--- config.mk ---
export PLATFORM = sky130hd
export DESIGN_NAME = lrusd_ctrl
export DESIGN_NICKNAME = d
export VERILOG_FILES = /design/src/lrusd_pkg.sv /design/src/lrusd_ctrl.sv
export SDC_FILE = /design/constraint.sdc
export NUM_CORES = 1
export LEC_CHECK = 0
export ABC_AREA = 1
export BUFFER_PORTS_ARGS = -buffer_cell sky130_fd_sc_hd__buf_2
export CAP_MARGIN = 10
export CORE_AREA = 2 2 39 41
export CTS_CLUSTER_SIZE = 30
export DETAILED_ROUTE_END_ITERATION = 6
export DIE_AREA = 0 0 41 43
export GPL_TIMING_DRIVEN = 0
export RECOVER_POWER = 50
export SYNTH_ARGS = -nofsm -noshare
export SYNTH_HDL_FRONTEND = slang
export SYNTH_SLANG_ARGS = --single-unit
--- constraint.sdc ---
create_clock -name clk -period 1.2 [get_ports clk]
set_input_delay 0.24 -clock clk [delete_from_list [all_inputs] [get_ports clk]]
set_output_delay 0.24 -clock clk [all_outputs]
set_load 0.1 [all_outputs]
--- src/lrusd_pkg.sv ---
package lrusd_pkg;

  localparam int STACK_DEPTH_DEF = 64;
  localparam int USER_COUNT_DEF  = 4;

  localparam int BLOCK_W     = 32;
  localparam int USER_W      = 2;
  localparam int DEPTH_OUT_W = 6;
  localparam int COUNT_W     = 32;
  // depth + bin + hit total + miss total + evicted + evicted block, padded to bytes
  localparam int OUT_DATA_W  = 136;

  typedef enum logic [2:0] {
    ST_CLEAR,
    ST_IDLE,
    ST_LOAD,
    ST_START,
    ST_SCAN,
    ST_HIST,
    ST_DONE
  } state_t;

  typedef struct packed {
    logic clear;
    logic accept;
    logic load;
    logic start;
    logic scan;
    logic hist;
    logic finish;
  } cmd_t;

  typedef struct packed {
    logic clr_last;
    logic scan_end;
    logic scan_match;
    logic out_free;
  } sts_t;

  function automatic logic [COUNT_W-1:0] sat_inc(input logic [COUNT_W-1:0] v);
    return (v == '1) ? v : v + COUNT_W'(1);
  endfunction

  // Fold a user code back into the implemented range
  function automatic logic [USER_W-1:0] user_wrap(input logic [USER_W-1:0] u, input int n);
    logic [USER_W-1:0] v;
    v = u;
    for (int i = 0; i < (1 << USER_W) - 1; i++) begin
      if (int'(v) >= n) v = v - USER_W'(n);
    end
    return v;
  endfunction

endpackage

--- src/lrusd_ctrl.sv ---
module lrusd_ctrl (
  input  logic            clk,
  input  logic            rst_n,
  input  logic            in_valid,
  output logic            in_ready,
  input  lrusd_pkg::sts_t sts,
  output lrusd_pkg::cmd_t cmd
);
  import lrusd_pkg::*;

  state_t state_r, state_nxt;

  always_ff @(posedge clk) begin
    if (!rst_n) begin
      state_r <= ST_CLEAR;
    end else begin
      state_r <= state_nxt;
    end
  end

  always_comb begin
    state_nxt = state_r;
    case (state_r)
      ST_CLEAR: if (sts.clr_last) state_nxt = ST_IDLE;
      ST_IDLE:  if (in_valid) state_nxt = ST_LOAD;
      ST_LOAD:  state_nxt = ST_START;
      ST_START: state_nxt = ST_SCAN;
      ST_SCAN: begin
        if (sts.scan_end) state_nxt = ST_DONE;
        else if (sts.scan_match) state_nxt = ST_HIST;
      end
      ST_HIST:  state_nxt = ST_DONE;
      ST_DONE:  if (sts.out_free) state_nxt = ST_IDLE;
      default:  state_nxt = ST_CLEAR;
    endcase
  end

  always_comb begin
    cmd        = '0;
    in_ready   = 1'b0;
    case (state_r)
      ST_CLEAR: cmd.clear = 1'b1;
      ST_IDLE: begin
        in_ready   = 1'b1;
        cmd.accept = in_valid;
      end
      ST_LOAD:  cmd.load = 1'b1;
      ST_START: cmd.start = 1'b1;
      ST_SCAN:  cmd.scan = 1'b1;
      ST_HIST:  cmd.hist = 1'b1;
      ST_DONE:  cmd.finish = sts.out_free;
      default:  cmd = '0;
    endcase
  end

endmodule

# [Word-level counts from Yosys, hierarchy flattened]
# Cells that the tools add are included.
[classes] eq_ne=10 muxes=14 n_reduce_logical=2
[op_table] op="3-bit one-hot mux with 7 select lines" count=1
[op_table] op="3-bit 2-to-1 mux" count=5
[op_table] op="3-bit == test, second input constant" count=3
[op_table] op="1-bit 2-to-1 mux" count=8
[op_table] op="3-bit by 2-bit == test with 1-bit output, second input constant" count=2
[op_table] op="2-bit != test, second input constant" count=3
[op_table] op="4-bit AND reduction" count=1
[op_table] op="3-bit by 1-bit == test with 1-bit output, second input constant" count=1
[op_table] op="3-bit logical NOT" count=1
[op_table] op="3-bit != test, second input constant" count=1
[totals] register_bits=3 output_inout_bits=8

# [Longest topological paths before layout]
# Gate-level depths: netlist of run 1.
[depth] word_depth=3 ltp_mapped=8 ltp_nobuf=8

# [Worst setup path after synthesis of run 1]
# No wires, ideal clock.
[synth_timing] kind="reg-to-output" start="reg state_r[2]" end="out cmd[0] (netlist name)" arrival_ps=3411 t_required_ps=960 setup_slack_ps=-2451 path_stages_with_launch=4 n_path_buf=1 path_cell_list="dfxtp_1 buf_4 inv_2 nor4_1"
[synth_lines] item="start, declared" line_no="lrusd_ctrl.sv:11" text="state_t state_r, state_nxt;"
[synth_lines] item="start signal, assigned" line_no="lrusd_ctrl.sv:17" text="state_r <= state_nxt;"
[synth_lines] item="end, declared" line_no="lrusd_ctrl.sv:7" text="output lrusd_pkg::cmd_t cmd"

==> impl_metrics.ini, run 1 <==
[outcome]
run_status = finished with violations
failing_checks = setup timing

[route]
ant_nets = 0
route.detailed.vias_per_inst = 4.33
wirelength_um = 897
wl_per_cell_um = 9.54
route.detailed.drc = 0
detailedRoute.firstIterationViolations = 6
drt_pass1_iterations = 2
vias = 407

[layout]
multiInputGateArea_um2 = 264
finalNetCount = 86
largest_register_ff_count = 3
nFillCells = 124
seqCellArea_um2 = 66.3
layout-drive-gt1-share_pct = 69.2
layout-area-overhead-vs-synth_pct = 158
antennaDiodeCount = 0
biggestRegsByFlops = state_r: 3 flops
max_flop_register = state_r

[run]
maxCapViolations = 0

[yosys]
synthCells = 48
top_cells_by_area_in_the_synthesized_netlist = sky130_fd_sc_hd__dfxtp_1 20%, sky130_fd_sc_hd__nor2_1 13%, sky130_fd_sc_hd__inv_1 8.9%
synth_area_per_cell_um2 = 6.13
synth_compound_gate_area_share_pct = 1.70
synth_top_cell_by_area = sky130_fd_sc_hd__dfxtp_1
syn_area_um2 = 294
synth_top_area_share_pct = 20.4
synth.area.mux_share_pct = 0
synthXorXnorAreaFrac_pct = 0
yosys_warnings = 0
main_combinational_cell_family_by_area_after_synthesis = simple AND/OR/NAND/NOR gates
synth_fp_nets = 55
synth.distinct_cells = 16
synth.ff_latch_count = 3
basic_gate_share_of_the_synthesized_area_counting_and_or_nand_and_nor_cells_pct = 60.0
yosys.area_share.adder_pct = 0
seq_area_frac_synth_pct = 20.4

[clock_network]
worstSkewPairLatency_ns = 0.24
clock_tree.root_cell = sky130_fd_sc_hd__clkbuf_4
cts_num_sinks = 3
post_cts_hold_buffer_count = 0
total_clock_buffers_created_by_cts = 3
clock_tree.htree_level_count = 1
cts.clk_slew.worst_paths_ns = 0.04
tritoncts = yes
cts-root-to-sink-buffers = 2

[grt]
grt_first_pass_wirelength_um = 1360
initial_antenna_violation_count = 0
grt_start_max_net_pins = 8
via_count_of_the_first_global_routing_pass = 352
grt_overflow_total = 0
globalRouteTotalUtil_pct = 11.2

[sta]
worst_slew_pin_slew_ns = 0.202
max_clock_freq_mhz = 659
clock-skew-final_ns = 0.00365
setup_viol = 9
final-max-slew-violation-count = 0
final_hold_viol_count = 0
timing.final.crit_period_ns = 1.52
final_min_period_over_clock_period_pct = 126
rsz0062_at_grt = true
fin_ws_ns = -0.318
max-slew-margin-rel_pct = 86.4
hold_ws_ns = 0.244

[placement]
post-dp-hpwl_um = 569
gp_congestion = 0.742
detailedPlace.worstSlack_ns = -0.317
portBuffers = 14

[setup_path]
crit_path_max_incr_delay_ns = 0.32
worst_setup_path_end_kind = output port
critical-path-slowest-cell = sky130_fd_sc_hd__dfxtp_2
cpLargestDelayFamily = buffers and inverters
crit_required_ns = 0.96
critical_path.startpoint_type = register
worst-setup-path-type = reg -> out
worst_ep_arrival_time_ns = 1.28
worstPathBufferInverterCount = 3
critical_path.cell_chain = buf_8 > clkinvlp_4 > nor3_4 > buf_12
reg2reg_setup_slack_ns = -0.01
crit_path_max_fanout = 6

[die]
initial_utilization_pct = 21.2
io_pins = 15
floorplan.die.height_um = 43
die_area_um2 = 1760
floorplan.rows = 14
core_area_um2 = 1380
die_width_um = 41

[power]
power_density_nw_per_um2 = 3090
p_leak_uw = 0.000338
finalPower_uw = 2350
worst_ir_drop_vdd_mv = 1.22

[hold_path]
worst_hold_path_type = in -> reg
[synthesized netlist by cell type]
library cell / instances
sky130_fd_sc_hd__nand2_2: 2
sky130_fd_sc_hd__dfxtp_1: 3
sky130_fd_sc_hd__buf_6: 1
sky130_fd_sc_hd__nor3_2: 1
sky130_fd_sc_hd__nor2_1: 10
sky130_fd_sc_hd__nand2_1: 7
sky130_fd_sc_hd__nor2_4: 2
sky130_fd_sc_hd__nor4_1: 1
sky130_fd_sc_hd__inv_1: 7
sky130_fd_sc_hd__nand4_1: 1
sky130_fd_sc_hd__nand3_1: 4
sky130_fd_sc_hd__a21oi_1: 1
sky130_fd_sc_hd__nor3_1: 3
sky130_fd_sc_hd__buf_4: 1
sky130_fd_sc_hd__nand3_2: 2
sky130_fd_sc_hd__inv_2: 2
[tightest hold or removal path, cell delays in order]
cell and delay (ns):
sky130_fd_sc_hd__buf_2 0.11, sky130_fd_sc_hd__nand2_1 0.06, sky130_fd_sc_hd__nor2_1 0.03
[final timing paths]
| kind | startpoint | to | cells after the start |
|---|---|---|---|
| setup / recovery | state_r[1] | cmd[3] | 4 |
| hold / removal | rst_n | state_r[1] | 3 |
| setup reg to reg | state_r[1] | state_r[1] | 9 |
| hold reg to reg | state_r[0] | state_r[0] | 2 |
[final cells by class]
cell class,count,area share (%)
plain buffers,2,4.61
clock buffers,4,3.46
inverters,9,7.41
multi-input cells,34,34.8
flip-flops and latches,3,8.73
well taps,16,2.64
repair buffers,26,38.4
[repair_timing]
item	in CTS	in global routing
buffers inserted	7	5
gates resized for setup	33	6
pin swaps	6	4
hold endpoints to repair	0	0
setup endpoints to repair	8	11
[power by group]
part / internal [µW] / switching (µW)
Sequential: 153 / 44.2
Combinational: 800 / 1170
Clock: 125 / 55.1
Total: 1080 / 1270
[logic make-up (layout without fill, tap and decap cells)]
| family | Yosys count | count (layout) |
|---|---|---|
| AO/OA/AOI/OAI | 1 | 1 |
| buffers and inverters | 11 | 41 |
| flip-flops | 3 | 3 |
| AND/OR/NAND/NOR | 33 | 33 |
[routing by layer]
layer / GRT usage (%) / up-vias / wire, µm
li1: - / 211 / -
met4: 4.00 / 0 / 9
met1: 12.2 / 181 / 393
met5: 0 / - / 0
met2: 18.4 / 12 / 454
met3: 4.71 / 3 / 40
[per-stage QoR]
step,util [%],std cells,area [µm²],TNS (ns)
floorplan,-,48,398,-3.01
global placement,35.3,78,488,-1.62
detailed placement,35.3,78,488,-1.69
CTS,49.6,89,687,-1.98
global route,54.9,94,759,-2.55
finish,54.9,94,759,-1.90
[layout by cell type, fill, tap and decap left out, types with 2 or more instances in the layout]
cell / synthesis / final
sky130_fd_sc_hd__buf_12: 0 / 9
sky130_fd_sc_hd__buf_4: 1 / 9
sky130_fd_sc_hd__nor2_1: 10 / 7
sky130_fd_sc_hd__nand2_1: 7 / 7
sky130_fd_sc_hd__buf_2: 0 / 6
sky130_fd_sc_hd__nor2_4: 2 / 5
sky130_fd_sc_hd__nor3_4: 0 / 4
sky130_fd_sc_hd__inv_1: 7 / 4
sky130_fd_sc_hd__nand3_1: 4 / 3
sky130_fd_sc_hd__nand3_2: 2 / 3
sky130_fd_sc_hd__clkbuf_4: 0 / 3
sky130_fd_sc_hd__buf_6: 1 / 3
sky130_fd_sc_hd__clkinvlp_4: 0 / 2
sky130_fd_sc_hd__nand2_2: 2 / 2
sky130_fd_sc_hd__dfxtp_2: 0 / 2
Power figures use the tool's default switching activity.
==> run 2: changes to the inputs <==
--- a/config.mk
+++ b/config.mk
@@ -5,7 +5,6 @@
 export SDC_FILE = /design/constraint.sdc
 export NUM_CORES = 1
 export LEC_CHECK = 0
-export ABC_AREA = 1
 export BUFFER_PORTS_ARGS = -buffer_cell sky130_fd_sc_hd__buf_2
 export CAP_MARGIN = 10
 export CORE_AREA = 2 2 39 41
@@ -13,6 +12,7 @@
 export DETAILED_ROUTE_END_ITERATION = 6
 export DIE_AREA = 0 0 41 43
 export GPL_TIMING_DRIVEN = 0
+export PLACE_DENSITY_LB_ADDON = 0.25
 export RECOVER_POWER = 50
 export SYNTH_ARGS = -nofsm -noshare
 export SYNTH_HDL_FRONTEND = slang
==> impl_metrics.ini, run 2 <==
[outcome]
run_status = finished with violations
failing_checks = setup timing

[yosys]
syn_area_um2 = 262
synth_fp_nets = 41
synth.ff_latch_count = 3
synthCells = 34
top_cells_by_area_in_the_synthesized_netlist = sky130_fd_sc_hd__dfxtp_1 23%, sky130_fd_sc_hd__buf_6 13%, sky130_fd_sc_hd__nor2_1 8.6%
yosys_warnings = 0
synth.distinct_cells = 16
synthArstFlopShare_pct = 0
leading_register_cell_type_out_of_synthesis = sky130_fd_sc_hd__dfxtp_1
synth_area_per_cell_um2 = 7.69
post-synth-top-count-cell = sky130_fd_sc_hd__nor2_1
seq_area_frac_synth_pct = 23.0
synth_top_cell_by_area = sky130_fd_sc_hd__dfxtp_1
synth_top_area_share_pct = 23.0
synth.cells.most_frequent = 6 x sky130_fd_sc_hd__nor2_1, 3 x sky130_fd_sc_hd__and2_1, 3 x sky130_fd_sc_hd__buf_6, 3 x sky130_fd_sc_hd__dfxtp_1, 3 x sky130_fd_sc_hd__nand2_1
synth_edf_count = 0

[power]
power_density_nw_per_um2 = 1380
clkPwrFrac_pct = 20.0
finalPower_uw = 905
power.net_switching_uw = 403
worst_ir_drop_vdd_mv = 0.706
p_leak_uw = 0.000284
p_seq_share_pct = 13.4
sw_frac_of_total_pct = 44.6
power.share.combinational_pct = 66.6
cellInternalPower_uw = 502

[setup_path]
worst-setup-path-type = reg -> out
crit_required_ns = 0.96
crit_path_max_fanout = 8
critical_path.startpoint_type = register
critical_path.reg2reg.startpoint = state_r[0]
reg2regPathDepth = 5
reg2reg_setup_slack_ns = 0.03
worst_setup_path_end_kind = output port
rr_endpoint = state_r[0]
worst_ep_arrival_time_ns = 1.24

[layout]
antennaDiodeCount = 0
layout-drive-gt1-share_pct = 65.6
max_flop_register = state_r
largest_register_ff_count = 3
nFillCells = 136
finalNetCount = 69
biggestRegsByFlops = state_r: 3 flops
layoutNonFillerInstCount = 77
layout_common_cells = 8 x sky130_fd_sc_hd__buf_12, 8 x sky130_fd_sc_hd__buf_4, 6 x sky130_fd_sc_hd__buf_2
layout-area-overhead-vs-synth_pct = 151

[sta]
final_hold_viol_count = 0
clock-skew-final_ns = 0.00218
fin_ws_ns = -0.277
max-slew-margin-rel_pct = 87.3
rsz0062_at_grt = true
timing.final.crit_period_ns = 1.48
final_min_period_over_clock_period_pct = 123
setup_viol = 8
worst_slew_pin_slew_ns = 0.190
final-max-slew-violation-count = 0
max_clock_freq_mhz = 677

[route]
route.detailed.drc = 0
drt_pass1_iterations = 4
ant_nets = 0
wirelength_um = 865
route.detailed.vias_per_inst = 4.32
vias = 333
detailedRoute.firstIterationViolations = 4
wl_per_cell_um = 11.2

[clock_network]
tritoncts = yes
cts_num_sinks = 3
worstSkewPairLatency_ns = 0.24
post_cts_hold_buffer_count = 0
cts-root-to-sink-buffers = 2
total_clock_buffers_created_by_cts = 3
clock_tree.root_cell = sky130_fd_sc_hd__clkbuf_4
clock_tree.htree_level_count = 1
cts.clk_slew.worst_paths_ns = 0.04

[grt]
globalRouteTotalUtil_pct = 10.8
initial_antenna_violation_count = 0
grt_overflow_total = 0
via_count_of_the_first_global_routing_pass = 285
grt_start_max_net_pins = 11
grt_first_pass_wirelength_um = 1250

[die]
floorplan.die.height_um = 43
floorplan.rows = 14
core_area_um2 = 1380
die_area_um2 = 1760
die_width_um = 41
io_pins = 15
initial_utilization_pct = 18.9

[placement]
post-dp-hpwl_um = 503
placedCellCount = 64
detailedPlace.worstSlack_ns = -0.254
portBuffers = 14
gp_congestion = 0.652

[hold_path]
min_path_cells = 2
worst_hold_path_type = in -> reg
timing.hold.worst.start = rst_n
hold-path-endpoint = state_r[1]

[run]
maxCapViolations = 0
-- run 2: worst max-delay path by stage --
stage | to | cells after the start | startpoint
floorplan | cmd[5] | 3 | state_r[0]
global placement | cmd[0] | 4 | state_r[2]
detailed placement | cmd[5] | 4 | state_r[0]
CTS | cmd[5] | 4 | state_r[0]
global route | cmd[5] | 4 | state_r[1]
finish | cmd[5] | 4 | state_r[0]
-- run 2: area by class of cell --
cell class | instances | area, µm² | area share (%)
Tap cell | 16 | 20.0 | 3.05
Inverter | 1 | 3.75 | 0.571
Clock buffer | 4 | 26.3 | 4.00
Timing Repair Buffer | 23 | 283 | 43.0
Sequential cell | 3 | 65.1 | 9.90
Buffer | 3 | 37.5 | 5.71
Multi-Input combinational cell | 27 | 221 | 33.7
-- run 2: cells by family (layout without fill, tap and decap cells) --
group                  Yosys count  in the layout  synth area share, %
AOI/OAI and AO/OA                8              8                 20.1
buffers and inverters            4             31                 14.4
DFF                              3              3                 23.0
and+or+nand+nor                 19             19                 42.6
-- run 2: through the flow --
step | utilization (%) | hold slack [ns] | instance area, µm² | TNS (ns)
finish | 47.5 | 0.268 | 657 | -1.79
global route | 47.5 | 0.273 | 657 | -2.24
CTS | 42.9 | 0.267 | 594 | -1.80
detailed placement | 27.5 | 0.510 | 380 | -1.49
global placement | 27.5 | 0.510 | 380 | -1.43
floorplan | - | 0.357 | 290 | -4.54
-- run 2: layer usage --
layer / track usage (%) / routed length, µm
met2: 16.3 / 468
met5: 0 / 0
met3: 6.28 / 58
met4: 4.00 / 0
met1: 12.1 / 338
-- run 2: critical path, cell delays in order (launching register included) --
cell,delay [ns]
sky130_fd_sc_hd__dfxtp_2,0.31
sky130_fd_sc_hd__buf_6,0.12
sky130_fd_sc_hd__nor3b_4,0.22
sky130_fd_sc_hd__and2_4,0.19
sky130_fd_sc_hd__buf_12,0.16
-- run 2: timing repair --
action	4_1_cts	5_1_grt
pin swaps	2	3
buffers inserted	3	5
gates cloned	1	0
setup endpoints to repair	8	9
resized for setup	36	7
-- run 2: power groups by stage --
stage / clock (µW) / sequential (µW) / combinational, µW
2_1_floorplan: 0 / 122 / 339
3_3_place_gp: 0 / 122 / 394
3_5_place_dp: 0 / 123 / 396
4_1_cts: 188 / 121 / 532
5_1_grt: 194 / 122 / 632
6_report: 181 / 121 / 603
